### src/hdl/cslbp_pkg.sv
`timescale 1ns / 1ps
// Shared types and constants for the center-symmetric LBP 3x3 block.
// No dependencies; imported by every module under hdl/.
package cslbp_pkg;

    localparam int PIX_W      = 8;
    localparam int CODE_W     = 5;
    localparam int ROW_W      = 12;
    localparam int COL_OUT_W  = 10;
    localparam int IMG_W_W    = 11;
    localparam int THR_W      = 9;
    localparam int CFG_DATA_W = 12;
    localparam int CFG_IDX_W  = 2;
    localparam int MIN_DIM    = 3;
    localparam int FIFO_DEPTH = 4;
    localparam int FIFO_PTR_W = $clog2(FIFO_DEPTH);

    typedef enum logic [CFG_IDX_W-1:0] {
        CFG_IMAGE_WIDTH    = 2'd0,
        CFG_IMAGE_HEIGHT   = 2'd1,
        CFG_DIFF_THRESHOLD = 2'd2
    } cfg_index_t;

    typedef logic [PIX_W-1:0] pix_t;

    // One line store entry: pixel of the row above and of the row before that
    typedef struct packed {
        pix_t recent;
        pix_t older;
    } line_pair_t;

    // 3x3 window, index 0 is top-left, 8 is bottom-right
    typedef pix_t [8:0] window_t;

    typedef struct packed {
        logic [CODE_W-1:0]    code;
        logic [ROW_W-1:0]     row;
        logic [COL_OUT_W-1:0] col;
        logic                 last;
    } result_t;

endpackage

### src/hdl/cslbp_code_unit.sv
`timescale 1ns / 1ps
// Pattern logic: four opposite-pair threshold tests and center-vs-mean test.
// Purely combinational over one 3x3 window. Uses cslbp_pkg.
module cslbp_code_unit
    import cslbp_pkg::*;
(
    input  window_t                  win,
    input  logic signed [THR_W-1:0]  threshold,
    output logic        [CODE_W-1:0] code
);

    function automatic logic pair_above(input pix_t a, input pix_t b,
                                        input logic signed [THR_W-1:0] t);
        logic signed [PIX_W+1:0] diff;
        logic signed [PIX_W+1:0] t_ext;
        diff  = $signed({2'b00, a}) - $signed({2'b00, b});
        t_ext = {t[THR_W-1], t};
        return diff > t_ext;
    endfunction

    logic [PIX_W+2:0] nb_sum;
    pix_t             nb_mean;

    always_comb begin
        nb_sum = (PIX_W+3)'(win[0]) + (PIX_W+3)'(win[1]) + (PIX_W+3)'(win[2])
               + (PIX_W+3)'(win[3]) + (PIX_W+3)'(win[5]) + (PIX_W+3)'(win[6])
               + (PIX_W+3)'(win[7]) + (PIX_W+3)'(win[8]);
        nb_mean = nb_sum[PIX_W+2:3];
        code[0] = pair_above(win[1], win[7], threshold);
        code[1] = pair_above(win[2], win[6], threshold);
        code[2] = pair_above(win[5], win[3], threshold);
        code[3] = pair_above(win[8], win[0], threshold);
        code[4] = win[4] > nb_mean;
    end

endmodule

### config.mk
export PLATFORM = sky130hd
export DESIGN_NAME = cslbp_code_unit
export DESIGN_NICKNAME = d
export VERILOG_FILES = /design/src/hdl/cslbp_pkg.sv /design/src/hdl/cslbp_code_unit.sv
export SDC_FILE = /design/constraint.sdc
export NUM_CORES = 1
export LEC_CHECK = 0
export BUFFER_PORTS_ARGS = -buffer_cell sky130_fd_sc_hd__buf_2
export CORE_MARGIN = 3
export CORE_UTILIZATION = 49
export DETAILED_ROUTE_END_ITERATION = 8
export PLACE_DENSITY = 0.76
export SYNTH_ARGS = -nofsm -noshare
export SYNTH_HDL_FRONTEND = slang
export SYNTH_SLANG_ARGS = --single-unit
### constraint.sdc
create_clock -name vclk -period 5.4
set_input_delay 0.54 -clock vclk [all_inputs]
set_output_delay 0.54 -clock vclk [all_outputs]
set_load 0.01 [all_outputs]
# ---- Word-level counts from Yosys, hierarchy flattened
# Index checks and enable logic that the tools add are counted.
dict set report totals {
  regBits 0
  input_bits 81
  output_inout_bits 5
  word_cells 16
}
dict set report op_classes {
  addsub 11
  order_cmp 5
}
# cell count
set op_table {}
lappend op_table {{$add A11 B8 Y11} 4}
lappend op_table {{$gt A9 B9 Y1} 4}
lappend op_table {{$sub A8 B8 Y9} 4}
lappend op_table {{$add A10 B8 Y11} 1}
lappend op_table {{$add A9 B8 Y10} 1}
lappend op_table {{$add A8 B8 Y9} 1}
lappend op_table {{$gt A8 B8 Y1} 1}

# ---- Longest topological paths before layout
dict set report depth {
  ltp_word 8
  ltp_mapped 21
  depth_no_buf 21
}

# ---- Worst setup path after synthesis
# OpenSTA, ideal clock, no wires.
dict set report synth_path {
  kind {in2out}
  from {input port win[3] (netlist name)}
  to {output port code[4]}
  t_arrival_ps 4813
  t_required_ps 4860
  slack_ps 47
  stages 19
  n_path_buf 0
  path_cell_list {inv_1 fa_1 inv_1 fa_1 fa_1 inv_1 fa_1 inv_1 fa_1 a21o_1 a21oi_1 o21ai_0 nor2_1 xor2_1 ha_1 a21o_1 a21o_1 a21oi_1 a32oi_1}
}
dict set report synth_via {
  elab_chain_len 8
}
# element line_no
set synth_lines {}
lappend synth_lines {{start: declaration} cslbp_code_unit.sv:7} ;# input window_t win,
lappend synth_lines {{$add A8 B8 Y9} cslbp_code_unit.sv:25} ;# nb_sum = (PIX_W+3)'(win[0]) + (PIX_W+3)'(win[1]) + (PIX_W+3)'(win[2])
lappend synth_lines {{$add A9 B8 Y10} cslbp_code_unit.sv:25}
lappend synth_lines {{$add A10 B8 Y11} cslbp_code_unit.sv:26} ;# + (PIX_W+3)'(win[3]) + (PIX_W+3)'(win[5]) + (PIX_W+3)'(win[6])
lappend synth_lines {{$add A11 B8 Y11 (2 in series)} cslbp_code_unit.sv:26}
lappend synth_lines {{$add A11 B8 Y11 (2 in series)} cslbp_code_unit.sv:27} ;# + (PIX_W+3)'(win[7]) + (PIX_W+3)'(win[8]);
lappend synth_lines {{$gt A8 B8 Y1} cslbp_code_unit.sv:33} ;# code[4] = win[4] > nb_mean;
lappend synth_lines {{end: declaration} cslbp_code_unit.sv:9} ;# output logic [CODE_W-1:0] code
# Every way passes these cells.

# ---- Final worst setup path
dict set report layout_path {
  from {input port win[2] (netlist name)}
  to {output port code[4]}
}
# The elaborated chain is that of the path after synthesis.

==> flow_summary.yaml <==
floorplan:
  fp.dieW_um: 93.7
  design.die.area_um2: 8770
  initial_utilization: 0.511
  rows: 31
  top_level_ports: 86
  fp.dieH_um: 93.7
  coreArea_um2: 7370
routing:
  drtAntennaViolNets: 0
  post_drt_via_cell_ratio: 5.03
  post-route-drc-count: 0
  total_via_count_in_the_routed_design: 3388
  drt_iter0_drc: 136
  post_drt_wl_per_cell_um: 13.5
  drt-pass1-iter-count: 4
  routed_wl_mm: 9.10
sta:
  timing_hold_violations_final: 0
  report.final.setup_viol: 1
  worst_pin_slew_ns: 0.381
  finalCriticalPeriod_ns: 5.45
  period_share: 1.01
  timing.fmax_mhz: 183
  slew_viol_final: 0
  slew_headroom: 0.743
  rsz0062_at_grt: "true"
  final_worst_path_setup_slack_ns: -0.0506
min_path:
  worst_hold_startpoint: "win[32]"
  holdPathEnd: "code[4]"
  hold_path.class: "input port to output pin"
  hold-path-cell-count: 5
global_route:
  grt_max_degree: 6
  antenna_violations_before_repair: 0
  grtUsageTotal: 0.217
  globalRouteOverflowTotal: 0
  number_of_global_route_vias_before_repair: 3575
  grt_first_pass_wirelength_mm: 15.7
final_layout:
  final_net_count: 793
  layout.cell_area.non_filler_um2: 4650
  sequential_cell_area_um2: 0
  n_clock_buffer: 0
  flops_and_latches: 0
  diodes: 0
  layout_cell_share_with_drive_strength_beyond_1: 0.237
  synthToLayoutAreaGrowth_pct: 23.6
placed_design:
  placed_area_um2: 4550
  gpl.final_weighted_congestion: 0.880
  dpl.hpwl_mm: 8.34
  portBuffers: 86
critical_path:
  worstSetupPathType: "input port to output pin"
  crit_path_dat_ns: 4.91
  worst_setup_path_start_kind: "input port"
  worstPathMaxFanout: 3
  setup.worst_path.end_class: "output pin"
  cp.required_ns: 4.86
synth:
  synth_area_leaders: "sky130_fd_sc_hd__ha_1, sky130_fd_sc_hd__fa_1, sky130_fd_sc_hd__inv_1"
  yosys.cell_types.count: 36
  syn_nets: 670
  synth.yosys.seq_area_share: 0
  yosys_warnings: 0
  syn-mean-instance-area_um2: 8.31
  synthCells: 453
  yosysTopAreaCell: "sky130_fd_sc_hd__ha_1"
  synth_top_area_frac: 0.286
  syn_area_um2: 3770
pwr:
  pwr_density_cell_nw_per_um2: 414
  vdd_ir_drop_max_v: 0.000353
  power_mw: 1.93
  static_leakage_nw: 2.69
run:
  cap_viol_max_count: 0
outcome:
  status: "complete, but fails checks"
  failed_checks: "negative setup slack"
clock_tree:
  hold_buffers: 0
==> repair_timing <==
action	CTS	global route
resized for setup	16	3
cloned	0	0
endpoints found under the setup margin	1	1
buffers inserted	4	0
endpoints found under the hold margin	0	0
pin swaps	24	7
==> layer usage <==
| layer | share of wire | vias to the layer above | wire [um] | global-route usage |
|---|---|---|---|---|
| li1 | - | 1738 | - | - |
| met1 | 0.44 | 1568 | 3970 | 0.287 |
| met2 | 0.50 | 74 | 4600 | 0.404 |
| met3 | 0.049 | 8 | 450 | 0.0128 |
| met4 | 0.0096 | 0 | 87 | 0.0193 |
| met5 | 0 | - | 0 | 0 |
==> placed cells by master, fill, tap and decap left out, drive strengths merged, types with 2 or more instances in the layout <==
cell type  count
xor2          12
o41ai          5
nor2b          2
o2bb2ai        2
buf          121
nand3         10
a211oi         7
nand2         19
nor3           9
nor2          30
a21oi         15
fa            50
a41o           5
nand4          9
o21ai         11
a21o          14
mux2i          3
o221ai         3
inv          126
o41a           4
ha            86
xnor2         18
==> logic make-up after synthesis <==
logic type	count (synthesis)	synth area share
AOI/OAI and AO/OA	75	0.145
xor gates and xnor gates	30	0.0698
muxes	3	0.00797
and+or+nand+nor	83	0.100
adders and majority gates	136	0.551
buffers and inverters	126	0.126
==> per-stage QoR <==
step | hold WS, ns | utilization | setup WS [ns] | setup TNS (ns) | std cells
after CTS | 1.57 | 0.630 | -0.0313 | -0.0313 | 673
after detailed placement | 1.57 | 0.618 | -0.405 | -0.405 | 669
after global placement | 1.55 | 0.618 | -0.263 | -0.263 | 669
after floorplan | 1.35 | - | 0.0471 | 0 | 453
final | 1.57 | 0.632 | -0.0506 | -0.0506 | 673
after global routing | 1.59 | 0.632 | -0.241 | -0.241 | 673
==> power by group <==
| part | leakage (nW) | switching, mW | internal, mW | total, mW |
|---|---|---|---|---|
| registers | 0 | 0 | 0 | 0 |
| clock network | 0 | 0 | 0 | 0 |
| logic | 2.69 | 0.990 | 0.938 | 1.93 |
==> critical path, cell delays in order <==
cell and delay [ns]:
sky130_fd_sc_hd__buf_2 0.07, sky130_fd_sc_hd__inv_1 0.06, sky130_fd_sc_hd__fa_1 0.53, sky130_fd_sc_hd__inv_1 0.06
sky130_fd_sc_hd__fa_1 0.56, sky130_fd_sc_hd__fa_1 0.43, sky130_fd_sc_hd__fa_1 0.47, sky130_fd_sc_hd__nor2b_1 0.16
sky130_fd_sc_hd__fa_2 0.34, sky130_fd_sc_hd__a21o_1 0.18, sky130_fd_sc_hd__a21oi_2 0.19, sky130_fd_sc_hd__buf_4 0.14
sky130_fd_sc_hd__buf_4 0.09, sky130_fd_sc_hd__buf_4 0.09, sky130_fd_sc_hd__xor2_1 0.05, sky130_fd_sc_hd__ha_1 0.31
sky130_fd_sc_hd__nand3_1 0.12, sky130_fd_sc_hd__o22ai_2 0.14, sky130_fd_sc_hd__o21ai_1 0.08, sky130_fd_sc_hd__a32oi_1 0.14
sky130_fd_sc_hd__buf_2 0.15
==> worst max path at each step <==
stage	from	endpoint
5_1_grt	win[27]	code[4]
6_report	win[2]	code[4]
2_1_floorplan	win[3]	code[4]
4_1_cts	win[43]	code[4]
3_5_place_dp	win[27]	code[4]
3_3_place_gp	win[27]	code[4]
==> synth_stat cells, types with 5 or more instances <==
cell                       count
sky130_fd_sc_hd__a211oi_1      6
sky130_fd_sc_hd__a21o_1       14
sky130_fd_sc_hd__a21oi_1      15
sky130_fd_sc_hd__a41o_1        5
sky130_fd_sc_hd__fa_1         50
sky130_fd_sc_hd__ha_1         86
sky130_fd_sc_hd__inv_1       126
sky130_fd_sc_hd__nand2_1      19
sky130_fd_sc_hd__nand3_1      10
sky130_fd_sc_hd__nand4_1       9
sky130_fd_sc_hd__nor2_1       30
sky130_fd_sc_hd__nor3_1        9
sky130_fd_sc_hd__o21ai_0      10
sky130_fd_sc_hd__o41ai_1       5
sky130_fd_sc_hd__xnor2_1      18
sky130_fd_sc_hd__xor2_1       12
==> layout make-up <==
class,instances,area [um2]
inverters,126,475
well taps,99,124
multi-input cells,327,3350
repair buffers,121,703
fillers,643,2720
(Power assumes the default switching activity.)
